===== src/hdl/tbp_pkg.sv =====
`timescale 1ns / 1ps
`default_nettype none

package tbp_pkg;

    localparam int TABLE_ENTRIES_DEF = 256;
    localparam int HISTORY_BITS_DEF  = 8;
    localparam int COUNTER_BITS_DEF  = 2;
    localparam int STACK_DEPTH_DEF   = 8;

    localparam logic [31:0] PC_STEP = 32'd4;

    typedef struct packed {
        logic capture;
        logic lookup;
        logic exec;
        logic clear;
    } t_dp_cmd;

    typedef struct packed {
        logic clear_last;
    } t_dp_status;

endpackage

`default_nettype wire


===== src/hdl/tbp_ctrl.sv =====
`timescale 1ns / 1ps
`default_nettype none

module tbp_ctrl
    import tbp_pkg::*;
(
    input  wire logic       i_clk,
    input  wire logic       i_rst_n,
    input  wire logic       start,
    output logic            busy,
    output t_dp_cmd         o_cmd,
    input  wire t_dp_status i_status
);

    localparam logic [1:0] ST_IDLE   = 2'd0;
    localparam logic [1:0] ST_CLEAR  = 2'd1;
    localparam logic [1:0] ST_LOOKUP = 2'd2;
    localparam logic [1:0] ST_EXEC   = 2'd3;

    logic [1:0] r_state;
    logic [1:0] n_state;

    always_ff @(posedge i_clk) begin
        if (!i_rst_n) begin
            r_state <= ST_CLEAR;
        end else begin
            r_state <= n_state;
        end
    end

    always_comb begin
        n_state       = r_state;
        o_cmd         = '0;
        unique case (r_state)
            ST_IDLE: begin
                if (start) begin
                    o_cmd.capture = 1'b1;
                    n_state       = ST_LOOKUP;
                end
            end
            ST_CLEAR: begin
                o_cmd.clear = 1'b1;
                if (i_status.clear_last) begin
                    n_state = ST_IDLE;
                end
            end
            ST_LOOKUP: begin
                o_cmd.lookup = 1'b1;
                n_state      = ST_EXEC;
            end
            ST_EXEC: begin
                o_cmd.exec = 1'b1;
                n_state    = ST_IDLE;
            end
            default: begin
                n_state = ST_IDLE;
            end
        endcase
    end

    assign busy = (r_state != ST_IDLE);

endmodule

`default_nettype wire


===== config.mk =====
export PLATFORM = sky130hd
export DESIGN_NAME = tbp_ctrl
export DESIGN_NICKNAME = d
export VERILOG_FILES = /design/src/hdl/tbp_pkg.sv /design/src/hdl/tbp_ctrl.sv
export SDC_FILE = /design/constraint.sdc
export NUM_CORES = 1
export LEC_CHECK = 0
export ABC_AREA = 1
export BUFFER_PORTS_ARGS = -buffer_cell sky130_fd_sc_hd__buf_4
export CAP_MARGIN = 20
export CORE_AREA = 2 2 39 41
export DETAILED_ROUTE_END_ITERATION = 6
export DIE_AREA = 0 0 41 43
export MAX_ROUTING_LAYER = met4
export PLACE_DENSITY = 0.35
export SYNTH_ARGS = -nofsm -noshare
export SYNTH_HDL_FRONTEND = slang
export SYNTH_SLANG_ARGS = --single-unit

===== constraint.sdc =====
create_clock -name i_clk -period 0.8 [get_ports i_clk]
set_input_delay 0.04 -clock i_clk [delete_from_list [all_inputs] [get_ports i_clk]]
set_output_delay 0.04 -clock i_clk [all_outputs]
set_load 0.1 [all_outputs]

==> results of run 1 <==
-- per-stage QoR --
| step | cell area, um^2 | power (mW) | hold WS, ns |
|---|---|---|---|
| finish | 325 | 0.597 | 0.0381 |
| global route | 325 | 0.632 | 0.0450 |
| CTS | 325 | 0.616 | 0.0335 |
| detailed placement | 229 | 0.331 | 0.277 |
| global placement | 229 | 0.331 | 0.279 |
| floorplan | 160 | 0.293 | 0.169 |
-- power breakdown --
part           switching [mW]  total, mW  internal [mW]
registers              0.0125      0.118          0.106
logic                   0.166      0.255         0.0882
clock network          0.0591      0.225          0.166
-- worst min-delay path, cell delays in order --
cell and delay [ns]:
buf_4 0.08, inv_1 0.03, nand2_1 0.04, nand2_1 0.04
-- final timing paths --
path	slack, ns	end	start	depth (start not counted)
min reg2reg	0.53	r_state[0]	r_state[1]	2
min	0.04	r_state[0]	i_status	4
max	-0.23	o_cmd[3]	r_state[0]	4
max reg2reg	0.08	r_state[1]	r_state[1]	3
-- metal layers --
layer	vias to the layer above	GRT usage (%)
met5	-	-
met4	0	4.00
met3	0	6.28
met2	6	5.94
met1	60	5.45
li1	77	-
-- Yosys cell counts --
library cell  number
nand2_2            1
nor2_4             1
buf_4              1
a21oi_2            1
inv_1              4
dfxtp_1            2
a21oi_1            1
nand2_1            4
nor2_1             2
inv_2              2
-- cells by family (layout without fill, tap and decap cells) --
kind of cell	after synthesis	count (layout)	share of synthesized area (%)
and+or+nand+nor	8	8	32.3
buffers and inverters	7	18	24.2
AOI/OAI and AO/OA	2	2	11.1
DFF	2	2	32.3
-- timing repair --
item | in CTS | in global routing
endpoints found under the setup margin | 5 | 5
buffers inserted | 1 | 0
pin swaps | 2 | 0
gates resized for setup | 18 | 0
-- layout by cell type (no fill, tap or decap) --
cell type,netlist,layout
buf_4,1,4
a21oi_1,1,1
nand2_8,0,1
inv_6,0,2
inv_1,4,3
buf_12,0,4
clkbuf_4,0,3
clkinvlp_4,0,1
nor2_2,0,1
a21oi_2,1,1
dfxtp_4,0,2
buf_6,0,1
nor2_4,1,2
nand2_1,4,4
-- area by class of cell --
class,instances,area (um^2)
Clock buffer,3,22.5
Inverter,6,36.3
Fill cell,151,1060
Sequential cell,2,47.5
Tap cell,16,20.0
Multi-Input combinational cell,10,77.6
Timing Repair Buffer,9,121
==> flow_summary_export.csv, run 1 <==
group,metric,value,unit
timing,maxSlewHeadroom,86.6,%
drt,vias,143,
final_layout,largest_reg_flops,2,
clocking,postCtsHoldBufs,0,
synth,synth_largest_area_cell,"dfxtp_1",
place,place_ws,-0.0965,ns
drt,via_per_inst,3.11,
worst_hold_path,hold_path.class,"input pin to flop",
clocking,cts-root-buf,"clkbuf_4",
flow_run,maxCapViolations,0,
drt,highest_layer,"met3",
clocking,cts.clk_slew.worst_paths,0.03,ns
setup_path,critical_path_class,"flop to output pin",
drt,post-route-drc-count,0,
clocking,clk_latency,0.22,ns
grt,grt_pass1_vias,159,
setup_path,critPathBufInv,2,
synth,synth-seq-area-share,32.3,%
timing,timing.fmax,973,MHz
floorplan,die_y,43,um
timing,fin_ws,-0.228,ns
final_layout,finish.utilization,23.5,%
floorplan,ioPinCount,9,
grt,grt_pass1_wl,572,um
power_and_ir_drop,p_leak,0.138,nW
setup_path,required,0.76,ns
floorplan,rows,14,
synth,syn-cell-area,124,um^2
setup_path,critPathLaunchType,"flop",
final_layout,fin_nets,36,
outcome,violations,"setup timing",
power_and_ir_drop,pwr_density_cell,1840,mW/mm^2
setup_path,endpoint_kind,"output pin",
final_layout,drive_gt1_share,73.3,%
clocking,cts_buffers,3,
clocking,cts.path.max_buffers,2,
clocking,htree_levels,1,
timing,drv_slew,0,
timing,period_share,128,%
floorplan,die_x,41,um
synth,synth_nets,23,
grt,antenna_found_initial,0,
setup_path,cpMaxStageDelayCell,"dfxtp_4",
power_and_ir_drop,ir_worst_vdd,0.357,mV
drt,drt_first_pass_iters,1,
drt,wl_met1,97,um
final_layout,syn_to_final_growth,163,%
drt,met2_length,147,um
drt,wl_met3,25,um
setup_path,crit_fanout,4,
synth,synth_warnings,0,
synth,yosysUniqueCellTypes,10,
setup_path,max_stage_delay,0.35,ns
synth,synthTopCellsByArea,"dfxtp_1 32%, inv_1 12%, nand2_1 12%",
synth,yosys.area.top_type_share,32.3,%
drt,drt_iter0_markers,0,
timing,tightest_slew,0.202,ns
synth,avgSynthCellArea,6.52,um^2
drt,wl_per_cell,5.87,um
timing,setup_tns,-0.989,ns
final_layout,final_cells,46,
final_layout,top_register,"r_state",
timing,fin_crit,1.03,ns
floorplan,coreArea,0.00138,mm^2
timing,hold_violations,0,
final_layout,reg_top3,"r_state (2)",
setup_path,worst_ep_arrival_time,0.99,ns
drt,routed_wirelength,270,um
grt,grtUsageTotal,5.55,%
clocking,clock_sinks,2,
timing,setup_viol,5,
final_layout,num_antenna_cells,0,
synth,ys_ff_latch,2,
floorplan,die_area,0.00176,mm^2
place,gp_congestion,0.586,
timing,rsz0062_at_grt,"yes",
outcome,status,"finished, violations left",
setup_path,crit_family,"flip-flops",
setup_path,cp_cell_sequence,"inv_6 > nand2_8 > nor2_4 > buf_12",
drt,antenna_left,0,
grt,grt_max_degree,5,
place,dp_hpwl,223,um
grt,grt.overflow.total,0,
timing,clock_skew,0.000338,ns
synth,syn_inst,19,
floorplan,start_util,8.95,%
place,dp_cells,42,
place,numPortBuffers,8,
clocking,cts_tree,"built",
No activity file was read; power rests on OpenSTA's default activity.
==> run 2: changes to the inputs <==
Settings changed: HOLD_SLACK_MARGIN set to 0.1.
==> flow_summary_export.csv, run 2 (synthesis gave the netlist of run 1 again) <==
group,metric,value,unit
outcome,status,"finished, violations left",
outcome,violations,"setup timing",
timing,fin_ws,-0.247,ns
timing,period_share,131,%
final_layout,ff_latch_area,47.5,um^2
timing,hold_violations,0,
timing,tightest_slew,0.133,ns
timing,setup_viol,6,
final_layout,fin_nets,40,
drt,wl_per_cell,6.80,um
grt,grt_max_degree,5,
setup_path,r2r_end,"r_state[1]",
grt,grt_pass1_wl,641,um
final_layout,syn_to_final_growth,198,%
final_layout,drive_gt1_share,70.6,%
timing,timing.fmax,955,MHz
clocking,clock_sinks,2,
drt,vias,161,
final_layout,num_antenna_cells,0,
timing,whs,0.125,ns
clocking,clk_latency,0.22,ns
place,gp_congestion,0.586,
final_layout,layout.cells.most_common,"buf_4",
grt,grtUsageTotal,6.37,%
drt,post-route-drc-count,0,
clocking,htree_levels,1,
power_and_ir_drop,ir_worst_vdd,0.361,mV
floorplan,start_util,8.95,%
timing,fin_crit,1.05,ns
setup_path,reg2reg_from,"r_state[1]",
grt,grt.overflow.total,0,
final_layout,fillCellCount,154,
floorplan,die_y,43,um
setup_path,cp_cell_sequence,"inv_6 > nand2_8 > nor2_4 > buf_12",
worst_hold_path,hold_path.class,"input pin to flop",
power_and_ir_drop,pwr_density_cell,1700,mW/mm^2
setup_path,critical_path_class,"flop to output pin",
power_and_ir_drop,power,0.627,mW
final_layout,reg_top3,"r_state (2)",
grt,antenna_found_initial,0,
clocking,cts.path.max_buffers,2,
setup_path,worst_ep_arrival_time,1.01,ns
place,placedInstanceArea,229,um^2
setup_path,max_stage_delay,0.35,ns
power_and_ir_drop,p_leak,0.159,nW
clocking,cts-root-buf,"clkbuf_4",
clocking,cts_buffers,3,
drt,via_per_inst,3.22,
grt,grt_pass1_vias,173,
timing,maxSlewHeadroom,91.1,%
setup_path,crit_start,"r_state[0]",
setup_path,reg2regPathDepth,4,
timing,setup_tns,-1.12,ns
setup_path,crit_fanout,4,
final_layout,final_cells,50,
place,numPortBuffers,8,
setup_path,cpMaxStageDelayCell,"dfxtp_4",
drt,drt_iter0_markers,1,
timing,rsz0062_at_grt,"yes",
floorplan,die_area,0.00176,mm^2
place,dp_cells,42,
clocking,cts_tree,"built",
drt,routed_wirelength,340,um
setup_path,critPathLaunchType,"flop",
timing,clock_skew,0.00103,ns
setup_path,required,0.76,ns
final_layout,top_register,"r_state",
floorplan,coreArea,0.00138,mm^2
clocking,cts.clk_slew.worst_paths,0.03,ns
floorplan,ioPinCount,9,
setup_path,endpoint_kind,"output pin",
place,place_ws,-0.0965,ns
final_layout,final_cell_mix,"6 x buf_4, 5 x buf_12, 4 x nand2_1, 3 x inv_1, 3 x clkbuf_4",
final_layout,final_area,369,um^2
final_layout,largest_reg_flops,2,
setup_path,cp-endpoint,"o_cmd[3]",
flow_run,maxCapViolations,0,
floorplan,die_x,41,um
setup_path,r2r_setup_slack,-0.04,ns
drt,antenna_left,0,
timing,drv_slew,0,
floorplan,rows,14,
final_layout,multi_input_area,77.6,um^2
drt,drt_first_pass_iters,2,
final_layout,finish.utilization,26.7,%
place,dp_hpwl,223,um
==> run 2: changes by cell type in the layout (fill, tap and decap cells not counted) <==
| cell | delta |
|---|---|
| buf_4 | +2 |
| buf_12 | +1 |
| buf_6 | -1 |
| dlygate4sd3_1 | +2 |
==> run 2: what timing repair did <==
action / CTS / global route
hold endpoints to repair: 2 / 0
hold buffers: 2 / 0
gates resized for setup: 18 / 2
endpoints found under the setup margin: 5 / 5
pin swaps: 2 / 0
buffers inserted: 1 / 2
==> run 2: worst max-delay path: cells and delay by family, from the launching register on <==
family	cells	cell delay [ns]
AND/OR/NAND/NOR	2	0.15
flip-flops	1	0.35
buffers and inverters	2	0.26
==> run 2: metal layers <==
metal,track usage [%],vias to the layer above,share of wire [%]
li1,-,85,-
met1,5.45,72,34
met2,8.44,4,59
met3,6.28,0,6.5
met4,4.00,0,0
met5,-,-,0
==> run 2: final cells by class <==
| type | count | area share [%] |
|---|---|---|
| Inverter | 6 | 9.83 |
| Multi-Input combinational cell | 10 | 21.0 |
| Sequential cell | 2 | 12.9 |
| Tap cell | 16 | 5.42 |
| Timing Repair Buffer | 13 | 44.7 |
| Clock buffer | 3 | 6.10 |
==> run 2: worst min path at each step <==
stage	startpoint	end	cells after the start
final	start	r_state[1]	3
after global routing	start	r_state[1]	3
after CTS	start	r_state[1]	3
after detailed placement	i_status	r_state[0]	4
after global placement	i_status	r_state[0]	4
after floorplan	i_rst_n	r_state[1]	2
==> run 2: report_power, final <==
part	switching (mW)	total, mW	internal, mW
sequential	0.0125	0.118	0.106
clock	0.0592	0.225	0.166
combinational	0.174	0.285	0.111
total	0.245	0.627	0.382
==> run 3: changes to the inputs <==
Settings changed: GPL_TIMING_DRIVEN set to 0.
==> flow_summary_export.csv, run 3 (synthesis gave the netlist of run 1 again) <==
group,metric,value,unit
outcome,status,"finished, violations left",
outcome,violations,"setup timing",
floorplan,start_util,8.95,%
drt,wl_met1,107,um
power_and_ir_drop,seqPwrFrac,19.6,%
power_and_ir_drop,pwr_density_cell,1700,mW/mm^2
setup_path,critical_path_class,"flop to output pin",
place,numPortBuffers,8,
clocking,htree_levels,1,
drt,post-route-drc-count,0,
clocking,cts.path.max_buffers,2,
place,gp_congestion,0.605,
floorplan,die_x,41,um
drt,wl_met3,22,um
timing,period_share,129,%
grt,grt_pass1_vias,166,
power_and_ir_drop,power.share.clock,36.2,%
timing,hold_violations,0,
clocking,clk_latency,0.22,ns
setup_path,cpMaxStageDelayCell,"dfxtp_4",
drt,via_per_inst,3.29,
clocking,cts_buffers,3,
clocking,cts.clk_slew.worst_paths,0.03,ns
floorplan,ioPinCount,9,
grt,grtUsageTotal,5.13,%
clocking,cts_tree,"built",
clocking,clock_sinks,2,
grt,antenna_found_initial,0,
timing,maxSlewHeadroom,86.6,%
final_layout,largest_reg_flops,2,
timing,rsz0062_at_grt,"yes",
setup_path,worst_ep_arrival_time,1.00,ns
flow_run,maxCapViolations,0,
power_and_ir_drop,internal_power,0.368,mW
setup_path,critPathBufInv,2,
timing,drv_slew,0,
drt,highest_layer,"met3",
drt,wl_per_cell,6.16,um
power_and_ir_drop,power,0.608,mW
final_layout,drive_gt1_share,69.7,%
place,dp_hpwl,253,um
final_layout,final_cells,49,
timing,timing.fmax,966,MHz
power_and_ir_drop,p_leak,0.151,nW
final_layout,num_antenna_cells,0,
drt,routed_wirelength,302,um
clocking,cts-root-buf,"clkbuf_4",
setup_path,endpoint_kind,"output pin",
grt,grt_max_degree,5,
setup_path,max_stage_delay,0.35,ns
place,dp_cells,43,
power_and_ir_drop,combPwrFrac,44.2,%
final_layout,syn_to_final_growth,189,%
timing,fin_ws,-0.235,ns
timing,tightest_slew,0.202,ns
power_and_ir_drop,switchingPower,0.239,mW
floorplan,die_area,0.00176,mm^2
final_layout,reg_top3,"r_state (2)",
floorplan,coreArea,0.00138,mm^2
setup_path,required,0.76,ns
floorplan,die_y,43,um
timing,fin_crit,1.04,ns
timing,clock_skew,0.000328,ns
floorplan,rows,14,
setup_path,crit_family,"flip-flops",
drt,vias,161,
timing,setup_viol,6,
setup_path,critPathLaunchType,"flop",
final_layout,final_area,358,um^2
final_layout,layout.cells.most_common,"buf_4",
grt,grt.overflow.total,0,
drt,antenna_left,0,
final_layout,final_cell_mix,"5 x buf_4, 4 x nand2_1, 4 x buf_12",
setup_path,crit_fanout,4,
place,placedInstanceArea,240,um^2
grt,grt_pass1_wl,538,um
setup_path,cp_cell_sequence,"inv_6 > nand2_8 > nor2_4 > buf_12",
final_layout,fin_nets,39,
power_and_ir_drop,ir_worst_vdd,0.420,mV
drt,met2_length,172,um
final_layout,top_register,"r_state",
drt,drt_first_pass_iters,1,
drt,drt_iter0_markers,0,
place,place_ws,-0.180,ns
power_and_ir_drop,p_sw_share,39.4,%
worst_hold_path,hold_path.class,"input pin to flop",
-- run 3: per-layer routing --
layer | up-vias | global-route usage (%)
met5 | - | -
met4 | 0 | 4.00
met3 | 0 | 4.71
met2 | 4 | 6.88
met1 | 75 | 4.14
li1 | 82 | -
-- run 3: power by group through the flow --
stage / Sequential [mW] / Combinational, mW / Clock (mW)
2_1_floorplan: 0.119 / 0.175 / 0
3_3_place_gp: 0.120 / 0.214 / 0
3_5_place_dp: 0.120 / 0.214 / 0
4_1_cts: 0.119 / 0.269 / 0.236
5_1_grt: 0.120 / 0.279 / 0.233
6_report: 0.119 / 0.268 / 0.220
-- run 3: per-stage QoR --
step / hold slack, ns / TNS [ns] / utilization [%]
2_1_floorplan: 0.169 / -0.908 / -
3_5_place_dp: 0.279 / -0.424 / 17.4
3_3_place_gp: 0.281 / -0.413 / 17.4
5_1_grt: 0.151 / -1.24 / 25.9
4_1_cts: 0.126 / -1.11 / 26.1
6_report: 0.125 / -1.04 / 25.9
-- run 3: worst paths after layout --
| kind | start | to | slack (ns) | cells after the start |
|---|---|---|---|---|
| worst max-delay path | r_state[0] | o_cmd[3] | -0.24 | 4 |
| worst min-delay path | start | r_state[1] | 0.13 | 3 |
| worst max register to register | r_state[1] | r_state[1] | -0.04 | 4 |
| worst min register to register | r_state[1] | r_state[0] | 0.54 | 2 |
-- run 3: cell type report --
class,instances,area [um^2]
Clock buffer,3,22.5
Fill cell,156,1030
Inverter,6,36.3
Multi-Input combinational cell,10,82.6
Sequential cell,2,47.5
Tap cell,16,20.0
Timing Repair Buffer,12,149
-- run 3: timing repair --
item | CTS | global route
pin swaps | 2 | 1
hold buffers | 2 | 0
hold endpoints to repair | 2 | 0
gates resized for setup | 19 | 0
endpoints found under the setup margin | 5 | 6
setup buffers | 1 | 1
-- run 3: worst reg2reg max path, cell delays in order, from the launching register on --
cell	delay, ns
dfxtp_4	0.38
inv_6	0.05
buf_4	0.12
buf_4	0.12
a21oi_2	0.09
